$ cat src/rtl/tti_pkg.sv
// ----------------------------------------------------------------------------
// tti_pkg
// Shared constants and types for the thermistor table interpolator: the
// calibration table, register indexes and the tag carried through the queue.
// ----------------------------------------------------------------------------
`default_nettype none

package tti_pkg;

  localparam int CAL_POINTS_N = 12;
  localparam int NUM_SEGS     = CAL_POINTS_N - 1;
  localparam int SEG_W        = $clog2(NUM_SEGS);
  localparam int CAL_W        = 12;

  // every span of the table is wider than 2**SPAN_LOG2_MIN
  localparam int SPAN_LOG2_MIN = 7;

  localparam int CFG_IDX_W  = 2;
  localparam int CFG_DATA_W = 12;
  localparam int LIMIT_W    = 12;
  localparam int BASE_W     = 8;
  localparam int OUT_W      = 16;

  localparam logic [LIMIT_W-1:0] LOW_LIMIT_RESET  = 12'd700;
  localparam logic [LIMIT_W-1:0] HIGH_LIMIT_RESET = 12'd2736;
  localparam logic [BASE_W-1:0]  BASE_TEMP_RESET  = 8'd46;

  localparam logic [CAL_W-1:0] CAL_POINTS [CAL_POINTS_N] = '{
    12'd828,  12'd1017, 12'd1204, 12'd1386, 12'd1565, 12'd1741,
    12'd1912, 12'd2080, 12'd2245, 12'd2406, 12'd2563, 12'd2716
  };

  typedef enum logic [CFG_IDX_W-1:0] {
    CFG_ADC_LOW   = 2'd0,
    CFG_ADC_HIGH  = 2'd1,
    CFG_BASE_TEMP = 2'd2
  } tti_cfg_idx_t;

  // classification of one sample, travels with the raw sample
  typedef struct packed {
    logic                     in_range;
    logic [SEG_W-1:0]         seg;
    logic signed [BASE_W-1:0] base;
  } tti_tag_t;

  function automatic logic [CAL_W-1:0] seg_span(input int unsigned s);
    return CAL_POINTS[s+1] - CAL_POINTS[s];
  endfunction

endpackage

`default_nettype wire

$ cat src/rtl/tti_front.sv
// ----------------------------------------------------------------------------
// tti_front
// Holds the configuration registers, takes samples in, checks them against
// the limits and picks the table segment.
// ----------------------------------------------------------------------------
`default_nettype none

module tti_front
  import tti_pkg::*;
#(
  parameter int TABLE_ENTRIES = 12,
  parameter int ADC_BITS      = 12
) (
  input  wire logic                  clk,
  input  wire logic                  rst_n,
  input  wire logic                  cfg_valid,
  output logic                       cfg_ready,
  input  wire logic [CFG_IDX_W-1:0]  cfg_index,
  input  wire logic [CFG_DATA_W-1:0] cfg_wdata,
  input  wire logic                  start,
  output logic                       busy,
  input  wire logic [ADC_BITS-1:0]   in_raw_sample,
  input  wire logic                  q_full,
  output logic                       q_push,
  output tti_tag_t                   q_tag
);

  localparam int USED_POINTS = (TABLE_ENTRIES < CAL_POINTS_N) ?
                               ((TABLE_ENTRIES < 2) ? 2 : TABLE_ENTRIES) : CAL_POINTS_N;
  localparam int LAST_SEG    = USED_POINTS - 2;
  localparam int CMP_W       = (ADC_BITS > CAL_W) ? ADC_BITS : CAL_W;

  logic [LIMIT_W-1:0] low_r,  low_nxt;
  logic [LIMIT_W-1:0] high_r, high_nxt;
  logic [BASE_W-1:0]  base_r, base_nxt;

  logic [CMP_W-1:0]   raw_ext;
  logic [SEG_W-1:0]   seg;

  assign cfg_ready = 1'b1;

  always_comb begin
    low_nxt  = low_r;
    high_nxt = high_r;
    base_nxt = base_r;
    if (cfg_valid && cfg_ready) begin
      unique case (cfg_index)
        CFG_ADC_LOW:   low_nxt  = cfg_wdata[LIMIT_W-1:0];
        CFG_ADC_HIGH:  high_nxt = cfg_wdata[LIMIT_W-1:0];
        CFG_BASE_TEMP: base_nxt = cfg_wdata[BASE_W-1:0];
        default: ;
      endcase
    end
  end

  always_ff @(posedge clk) begin
    if (!rst_n) begin
      low_r  <= LOW_LIMIT_RESET;
      high_r <= HIGH_LIMIT_RESET;
      base_r <= BASE_TEMP_RESET;
    end else begin
      low_r  <= low_nxt;
      high_r <= high_nxt;
      base_r <= base_nxt;
    end
  end

  assign raw_ext = CMP_W'(in_raw_sample);

  // last segment whose start is at or below the sample, segment 0 if none
  always_comb begin
    seg = '0;
    for (int i = 1; i <= LAST_SEG; i++) begin
      if (CMP_W'(CAL_POINTS[i]) <= raw_ext) seg = SEG_W'(i);
    end
  end

  assign q_tag.in_range = (raw_ext > CMP_W'(low_r)) && (raw_ext < CMP_W'(high_r));
  assign q_tag.seg      = seg;
  assign q_tag.base     = base_r;

  assign busy   = !rst_n || q_full;
  assign q_push = start && !busy;

endmodule

`default_nettype wire

$ cat src/rtl/tti_queue.sv
// ----------------------------------------------------------------------------
// tti_queue
// Small first-in first-out queue between the classifying front and the
// arithmetic back.
// ----------------------------------------------------------------------------
`default_nettype none

module tti_queue #(
  parameter int DW    = 25,
  parameter int DEPTH = 2
) (
  input  wire logic          clk,
  input  wire logic          rst_n,
  input  wire logic          push,
  input  wire logic [DW-1:0] wdata,
  input  wire logic          pop,
  output logic    [DW-1:0]   rdata,
  output logic               empty,
  output logic               full
);

  localparam int PTR_W = $clog2(DEPTH);
  localparam int CNT_W = $clog2(DEPTH + 1);

  logic [DW-1:0]    mem_r [DEPTH];
  logic [PTR_W-1:0] wr_ptr_r, wr_ptr_nxt;
  logic [PTR_W-1:0] rd_ptr_r, rd_ptr_nxt;
  logic [CNT_W-1:0] count_r,  count_nxt;

  assign empty = (count_r == '0);
  assign full  = (count_r == CNT_W'(DEPTH));
  assign rdata = mem_r[rd_ptr_r];

  always_comb begin
    wr_ptr_nxt = wr_ptr_r;
    rd_ptr_nxt = rd_ptr_r;
    count_nxt  = count_r;
    if (push) begin
      wr_ptr_nxt = (wr_ptr_r == PTR_W'(DEPTH - 1)) ? '0 : wr_ptr_r + 1'b1;
    end
    if (pop) begin
      rd_ptr_nxt = (rd_ptr_r == PTR_W'(DEPTH - 1)) ? '0 : rd_ptr_r + 1'b1;
    end
    if (push && !pop) begin
      count_nxt = count_r + 1'b1;
    end else if (pop && !push) begin
      count_nxt = count_r - 1'b1;
    end
  end

  always_ff @(posedge clk) begin
    if (!rst_n) begin
      wr_ptr_r <= '0;
      rd_ptr_r <= '0;
      count_r  <= '0;
    end else begin
      wr_ptr_r <= wr_ptr_nxt;
      rd_ptr_r <= rd_ptr_nxt;
      count_r  <= count_nxt;
    end
  end

  always_ff @(posedge clk) begin
    if (push) mem_r[wr_ptr_r] <= wdata;
  end

endmodule

`default_nettype wire

$ cat src/rtl/tti_back.sv
// ----------------------------------------------------------------------------
// tti_back
// Five-stage interpolation pipeline: offset into the segment, reciprocal
// multiply, remainder check, sign and correction, then sum and saturation.
// ----------------------------------------------------------------------------
`default_nettype none

module tti_back
  import tti_pkg::*;
#(
  parameter int ADC_BITS  = 12,
  parameter int FRAC_BITS = 8
) (
  input  wire logic                   clk,
  input  wire logic                   rst_n,
  input  wire logic                   in_valid,
  input  wire tti_tag_t               in_tag,
  input  wire logic [ADC_BITS-1:0]    in_raw,
  output logic                        out_valid,
  output logic signed [OUT_W-1:0]     out_temp_q8,
  output logic                        out_in_range
);

  localparam int CMP_W  = (ADC_BITS > CAL_W) ? ADC_BITS : CAL_W;
  localparam int DIFF_W = CMP_W + 1;
  localparam int NUM_W  = CMP_W + FRAC_BITS;
  localparam int RCP_W  = NUM_W - SPAN_LOG2_MIN;
  localparam int PROD_W = NUM_W + RCP_W;
  localparam int QW     = RCP_W;
  localparam int QS_W   = QW + CAL_W;
  localparam int FW     = QW + 1;
  localparam int HI_W   = BASE_W + 1 + FRAC_BITS;
  localparam int MAX_HF = (HI_W > FW) ? HI_W : FW;
  localparam int SUM_W  = ((MAX_HF > OUT_W) ? MAX_HF : OUT_W) + 1;

  // floor(2**NUM_W / span): quotient estimate is low by at most one
  logic [RCP_W-1:0] rcp_tab  [NUM_SEGS];
  logic [CAL_W-1:0] span_tab [NUM_SEGS];

  for (genvar g = 0; g < NUM_SEGS; g++) begin : g_rcp
    localparam longint unsigned SPAN = longint'(seg_span(g));
    localparam longint unsigned RCP  = (64'd1 << NUM_W) / SPAN;
    assign rcp_tab[g]  = RCP_W'(RCP);
    assign span_tab[g] = CAL_W'(SPAN);
  end

  // stage 0
  logic                    v0_r,    v0_nxt;
  logic                    rng0_r,  rng0_nxt;
  logic                    neg0_r,  neg0_nxt;
  logic [NUM_W-1:0]        num0_r,  num0_nxt;
  logic [RCP_W-1:0]        rcp0_r,  rcp0_nxt;
  logic [CAL_W-1:0]        span0_r, span0_nxt;
  logic signed [HI_W-1:0]  hi0_r,   hi0_nxt;
  // stage 1
  logic                    v1_r,    v1_nxt;
  logic                    rng1_r,  rng1_nxt;
  logic                    neg1_r,  neg1_nxt;
  logic [NUM_W-1:0]        num1_r,  num1_nxt;
  logic [PROD_W-1:0]       prod1_r, prod1_nxt;
  logic [CAL_W-1:0]        span1_r, span1_nxt;
  logic signed [HI_W-1:0]  hi1_r,   hi1_nxt;
  // stage 2
  logic                    v2_r,    v2_nxt;
  logic                    rng2_r,  rng2_nxt;
  logic                    neg2_r,  neg2_nxt;
  logic [NUM_W-1:0]        num2_r,  num2_nxt;
  logic [QW-1:0]           q2_r,    q2_nxt;
  logic [QS_W-1:0]         qs2_r,   qs2_nxt;
  logic [CAL_W-1:0]        span2_r, span2_nxt;
  logic signed [HI_W-1:0]  hi2_r,   hi2_nxt;
  // stage 3
  logic                    v3_r,    v3_nxt;
  logic                    rng3_r,  rng3_nxt;
  logic signed [FW-1:0]    frac3_r, frac3_nxt;
  logic signed [HI_W-1:0]  hi3_r,   hi3_nxt;
  // output
  logic                    vo_r,    vo_nxt;
  logic                    rngo_r,  rngo_nxt;
  logic signed [OUT_W-1:0] temp_r,  temp_nxt;

  logic signed [DIFF_W-1:0] diff;
  logic [DIFF_W-1:0]        mag;
  logic signed [BASE_W:0]   whole;
  logic [NUM_W-1:0]         rem;
  logic [QW-1:0]            q_fix;
  logic signed [SUM_W-1:0]  sum;
  logic [SUM_W-OUT_W:0]     top_bits;

  // stage 0: signed offset into the segment and the integer part
  always_comb begin
    diff      = signed'({1'b0, CMP_W'(in_raw)}) -
                signed'({1'b0, CMP_W'(CAL_POINTS[in_tag.seg])});
    mag       = diff[DIFF_W-1] ? DIFF_W'(-diff) : DIFF_W'(diff);
    whole     = signed'({in_tag.base[BASE_W-1], in_tag.base}) +
                signed'({1'b0, (BASE_W)'(in_tag.seg)});
    v0_nxt    = in_valid;
    rng0_nxt  = in_tag.in_range;
    neg0_nxt  = diff[DIFF_W-1];
    num0_nxt  = {mag[CMP_W-1:0], {FRAC_BITS{1'b0}}};
    rcp0_nxt  = rcp_tab[in_tag.seg];
    span0_nxt = span_tab[in_tag.seg];
    hi0_nxt   = {whole, {FRAC_BITS{1'b0}}};
  end

  // stage 1: reciprocal multiply
  always_comb begin
    v1_nxt    = v0_r;
    rng1_nxt  = rng0_r;
    neg1_nxt  = neg0_r;
    num1_nxt  = num0_r;
    prod1_nxt = PROD_W'(num0_r) * PROD_W'(rcp0_r);
    span1_nxt = span0_r;
    hi1_nxt   = hi0_r;
  end

  // stage 2: estimate times span, for the remainder
  always_comb begin
    v2_nxt    = v1_r;
    rng2_nxt  = rng1_r;
    neg2_nxt  = neg1_r;
    num2_nxt  = num1_r;
    q2_nxt    = prod1_r[PROD_W-1:NUM_W];
    qs2_nxt   = QS_W'(prod1_r[PROD_W-1:NUM_W]) * QS_W'(span1_r);
    span2_nxt = span1_r;
    hi2_nxt   = hi1_r;
  end

  // stage 3: bump the estimate if a whole span is left, then apply sign
  always_comb begin
    rem       = num2_r - NUM_W'(qs2_r);
    q_fix     = (rem >= NUM_W'(span2_r)) ? q2_r + 1'b1 : q2_r;
    v3_nxt    = v2_r;
    rng3_nxt  = rng2_r;
    frac3_nxt = neg2_r ? -signed'({1'b0, q_fix}) : signed'({1'b0, q_fix});
    hi3_nxt   = hi2_r;
  end

  // output: sum and clamp to the 16-bit range; out-of-range samples give zero
  always_comb begin
    sum      = SUM_W'(hi3_r) + SUM_W'(frac3_r);
    top_bits = sum[SUM_W-1:OUT_W-1];
    vo_nxt   = v3_r;
    rngo_nxt = rng3_r;
    if (!rng3_r) begin
      temp_nxt = '0;
    end else if ((top_bits == '0) || (top_bits == '1)) begin
      temp_nxt = sum[OUT_W-1:0];
    end else if (sum[SUM_W-1]) begin
      temp_nxt = {1'b1, {(OUT_W-1){1'b0}}};
    end else begin
      temp_nxt = {1'b0, {(OUT_W-1){1'b1}}};
    end
  end

  always_ff @(posedge clk) begin
    if (!rst_n) begin
      v0_r <= 1'b0;
      v1_r <= 1'b0;
      v2_r <= 1'b0;
      v3_r <= 1'b0;
      vo_r <= 1'b0;
    end else begin
      v0_r <= v0_nxt;
      v1_r <= v1_nxt;
      v2_r <= v2_nxt;
      v3_r <= v3_nxt;
      vo_r <= vo_nxt;
    end
  end

  always_ff @(posedge clk) begin
    rng0_r  <= rng0_nxt;
    neg0_r  <= neg0_nxt;
    num0_r  <= num0_nxt;
    rcp0_r  <= rcp0_nxt;
    span0_r <= span0_nxt;
    hi0_r   <= hi0_nxt;
    rng1_r  <= rng1_nxt;
    neg1_r  <= neg1_nxt;
    num1_r  <= num1_nxt;
    prod1_r <= prod1_nxt;
    span1_r <= span1_nxt;
    hi1_r   <= hi1_nxt;
    rng2_r  <= rng2_nxt;
    neg2_r  <= neg2_nxt;
    num2_r  <= num2_nxt;
    q2_r    <= q2_nxt;
    qs2_r   <= qs2_nxt;
    span2_r <= span2_nxt;
    hi2_r   <= hi2_nxt;
    rng3_r  <= rng3_nxt;
    frac3_r <= frac3_nxt;
    hi3_r   <= hi3_nxt;
    rngo_r  <= rngo_nxt;
    temp_r  <= temp_nxt;
  end

  assign out_valid    = vo_r;
  assign out_temp_q8  = temp_r;
  assign out_in_range = rngo_r;

endmodule

`default_nettype wire

$ cat src/rtl/thermistor_table_interpolator.sv
// An accepted sample enters the queue, then the pipeline stages, before the result strobe.
// Throughput: one sample per cycle; the five-stage reciprocal-multiply pipeline
// behind a two-entry queue takes a new item every cycle.
// busy is high only during reset; results cannot be stalled.
// Synchronous active-low reset restores the register defaults and empties
// the queue and the pipeline.
// ----------------------------------------------------------------------------
// thermistor_table_interpolator
// Converts a thermistor ADC sample into a Q8 temperature by piecewise linear
// interpolation over a fixed calibration table.
// ----------------------------------------------------------------------------
`default_nettype none

module thermistor_table_interpolator
  import tti_pkg::*;
#(
  parameter int TABLE_ENTRIES = 12,
  parameter int ADC_BITS      = 12,
  parameter int FRAC_BITS     = 8
) (
  input  wire logic                  clk,
  input  wire logic                  rst_n,
  input  wire logic                  start,
  output logic                       busy,
  input  wire logic [ADC_BITS-1:0]   in_raw_sample,
  output logic                       out_valid,
  output logic signed [OUT_W-1:0]    out_temp_q8,
  output logic                       out_in_range,
  input  wire logic                  cfg_valid,
  output logic                       cfg_ready,
  input  wire logic [CFG_IDX_W-1:0]  cfg_index,
  input  wire logic [CFG_DATA_W-1:0] cfg_wdata
);

  localparam int TAG_W = $bits(tti_tag_t);
  localparam int Q_DW  = TAG_W + ADC_BITS;

  logic                q_push;
  logic                q_pop;
  logic                q_empty;
  logic                q_full;
  tti_tag_t            push_tag;
  tti_tag_t            pop_tag;
  logic [Q_DW-1:0]     q_wdata;
  logic [Q_DW-1:0]     q_rdata;
  logic [ADC_BITS-1:0] pop_raw;

  tti_front #(
    .TABLE_ENTRIES (TABLE_ENTRIES),
    .ADC_BITS      (ADC_BITS)
  ) u_front (
    .clk           (clk),
    .rst_n         (rst_n),
    .cfg_valid     (cfg_valid),
    .cfg_ready     (cfg_ready),
    .cfg_index     (cfg_index),
    .cfg_wdata     (cfg_wdata),
    .start         (start),
    .busy          (busy),
    .in_raw_sample (in_raw_sample),
    .q_full        (q_full),
    .q_push        (q_push),
    .q_tag         (push_tag)
  );

  assign q_wdata = {push_tag, in_raw_sample};

  tti_queue #(
    .DW    (Q_DW),
    .DEPTH (2)
  ) u_queue (
    .clk   (clk),
    .rst_n (rst_n),
    .push  (q_push),
    .wdata (q_wdata),
    .pop   (q_pop),
    .rdata (q_rdata),
    .empty (q_empty),
    .full  (q_full)
  );

  // the back end never stalls, so it drains one entry each cycle while the queue is not empty
  assign q_pop   = !q_empty;
  assign pop_tag = q_rdata[Q_DW-1:ADC_BITS];
  assign pop_raw = q_rdata[ADC_BITS-1:0];

  tti_back #(
    .ADC_BITS  (ADC_BITS),
    .FRAC_BITS (FRAC_BITS)
  ) u_back (
    .clk          (clk),
    .rst_n        (rst_n),
    .in_valid     (q_pop),
    .in_tag       (pop_tag),
    .in_raw       (pop_raw),
    .out_valid    (out_valid),
    .out_temp_q8  (out_temp_q8),
    .out_in_range (out_in_range)
  );

endmodule

`default_nettype wire

$ cat config.mk
export PLATFORM = sky130hd
export DESIGN_NAME = thermistor_table_interpolator
export DESIGN_NICKNAME = d
export VERILOG_FILES = /design/src/rtl/tti_pkg.sv /design/src/rtl/tti_front.sv /design/src/rtl/tti_queue.sv /design/src/rtl/tti_back.sv /design/src/rtl/thermistor_table_interpolator.sv
export SDC_FILE = /design/constraint.sdc
export NUM_CORES = 1
export LEC_CHECK = 0
export CAP_MARGIN = 20
export CORE_MARGIN = 2
export CORE_UTILIZATION = 30
export DETAILED_ROUTE_END_ITERATION = 8
export DONT_BUFFER_PORTS = 1
export PLACE_DENSITY = 0.54
export SLEW_MARGIN = 40
export SYNTH_ARGS = -nofsm -noshare
export SYNTH_HDL_FRONTEND = slang
export SYNTH_SLANG_ARGS = --single-unit
$ cat constraint.sdc
create_clock -name clk -period 7.38 [get_ports clk]
set_input_delay 0.369 -clock clk [delete_from_list [all_inputs] [get_ports clk]]
set_output_delay 0.369 -clock clk [all_outputs]
set_load 0.01 [all_outputs]
==> flow_summary_export.csv <==
group,metric,value,unit
synth,synthArstFlopShare,0,
cts,clockBufferDepth,3,
timing,tns,0,ps
drt,drt_iter0_drc,688,
timing,fin_crit_sh,0.911,
timing,min_period,6720,ps
critical_path,critPathKind,"register to register",
die,die_area,65500,sq um
layout,drive_above_1_share,0.0465,
die,core,62900,sq um
hold_path,hp-class,"primary input to register",
global_routing,antenna_found_initial,0,
critical_path,path_max_fanout,14,
layout,fin_area,21300,sq um
drt,wl,39300,um
cts,ctsHoldBuffers,29,
cts,clk_pin_slew,60,ps
cts,cts_buffers,30,
layout,nets,2393,
drt,vias,13012,
layout,area_growth_syn_to_layout,11.8,%
synth,ys.flop_type,"dfxtp_1",
layout,mostFrequentLayoutCells,"inv_1, nand2_1, dfxtp_1, ha_1, fa_1",
layout,layout_commonest_cell,"inv_1",
die,io_pins,50,
timing,holdWs,-2.45,ps
drt,drc_errors,0,
synth,yosysSeqAreaShare,0.319,
critical_path,endpoint_kind,"register",
global_routing,grt_pass1_wl,66000,um
synth,synth_nets,2387,
drt,drtPass1Iterations,5,
critical_path,arrival,7200,ps
synth,syn_area,19000,sq um
die,num_rows,92,
cts,cts_resized,0,
layout,stdcell_count,2869,
die,die_w,256,um
synth,yosys_warnings,0,
run_status,status,"complete, but fails checks",
synth,synth_seq_cells,278,
cts,clock_sinks,278,
cts,cts-root-buf,"clkbuf_16",
job,max-cap-violations,0,
run_status,violations,"negative hold slack",
timing,clock_skew,33.9,ps
critical_path,cp-start-kind,"register",
cts,post_cts_buffers,0,
timing,hold_violations,1,
global_routing,grt_pass1_vias,13145,
placed_design,dpl.hpwl,30500,um
placed_design,dp_cells,2784,
cts,tritoncts,"yes",
timing,rsz0062_at_grt,"no",
synth,synth_edf_count,50,
timing,worst_pin_slew,755,ps
placed_design,placed_area,19900,sq um
timing,drv_slew,0,
timing,fmax,149,MHz
synth,synth.avg_cell_area,9.54,sq um
drt,wl_per_cell,13.7,um
drt,ant_nets,0,
critical_path,critPathRequiredTime,7850,ps
placed_design,routabilityCongestion,0.853,
placed_design,io_buffers,0,
layout,n_antenna_cell,0,
cts,clk_latency,590,ps
timing,slew_headroom,0.493,
drt,routed_via_density,4.54,
synth,ys_types,77,
synth,synth_cells,1994,
die,start_util,0.303,
global_routing,track_usage,0.121,
cts,cts_max_level,1,
layout,fillers,6435,
global_routing,grt_overflow,0,
die,die_h,256,um
global_routing,grt_max_degree,43,
timing,setup_viol,0,
==> sequential cells by signal, summed over array words and instances (netlist names), 13 cells and up, named ones only <==
signal / cells
u_back.frac3_r: 14
u_back.qs2_r: 20
u_back.out_temp_q8: 16
u_queue.mem_r: 50
u_back.q2_r: 13
u_back.prod1_r: 13
==> cell type report <==
class                      count  area (sq um)  area share
timing repair buffer          38           372      0.0175
clock buffer                  42           868      0.0408
inverter                     320          1200      0.0565
clock inverter                13           176     0.00830
tap                          846          1060      0.0498
sequential                   278          6070       0.285
multi-input combinational   1332         11500       0.542
==> through the flow <==
step | setup WS [ps] | util
floorplan | 1280 | -
global placement | 661 | 0.317
detailed placement | 548 | 0.317
CTS | 534 | 0.338
global route | 181 | 0.338
finish | 659 | 0.338
==> cells in the mapped netlist, types with 23 or more instances <==
cell,number,area (sq um)
a21boi_0,23,173
and2_1,74,463
nand2_1,272,1020
dfxtp_1,228,4560
a21o_1,25,188
inv_1,319,1200
clkbuf_1,59,221
nor2_1,90,338
fa_1,167,3340
ha_1,196,2450
o21ai_0,61,305
xnor2_1,61,534
edfxtp_1,50,1500
xor2_1,25,219
a21oi_1,58,290
==> metal layers <==
metal	vias to the layer above	share of wire	track usage
li1	6463	-	-
met1	6283	0.48	0.166
met2	213	0.46	0.201
met3	53	0.032	0.0153
met4	0	0.023	0.0343
met5	-	0	0
==> critical path: stages, from the launching register on <==
cell,delay (ps)
dfxtp_1,690
nand2_1,160
fa_1,560
inv_1,50
fa_1,500
inv_1,50
fa_1,480
inv_1,50
fa_1,520
inv_1,60
fa_1,530
inv_1,50
ha_1,300
a21o_1,160
a221oi_1,440
o21bai_1,160
a21oi_1,350
o21ai_0,260
o41a_1,430
a211oi_1,350
o21bai_1,150
a21oi_1,190
xnor2_1,90
==> worst paths after layout <==
| kind | from | to | slack [ps] | cells after the start |
|---|---|---|---|---|
| max reg2reg | u_back.num0_r[13] | u_back.prod1_r[32] | 660 | 22 |
| min reg2reg | u_back.hi0_r[16] | u_back.hi1_r[16] | 330 | 0 |
| max | u_back.num0_r[13] | u_back.prod1_r[32] | 660 | 22 |
| min | cfg_index[1] | u_front.low_r[1] | -2 | 3 |
==> cell families after synthesis <==
family                   after synthesis  synth area share
XOR/XNOR                              86            0.0396
AND/OR/NAND/NOR                      576             0.143
multiplexers                          40            0.0224
flip-flops                           278             0.319
adder cells (fa/ha/maj)              363             0.305
AO/OA/AOI/OAI                        266            0.0942
other                                  1          0.000197
buffers and inverters                384            0.0767
Power is not shown: default switching activity piles up to over one toggle a cycle in this logic, so the estimate is an artifact.
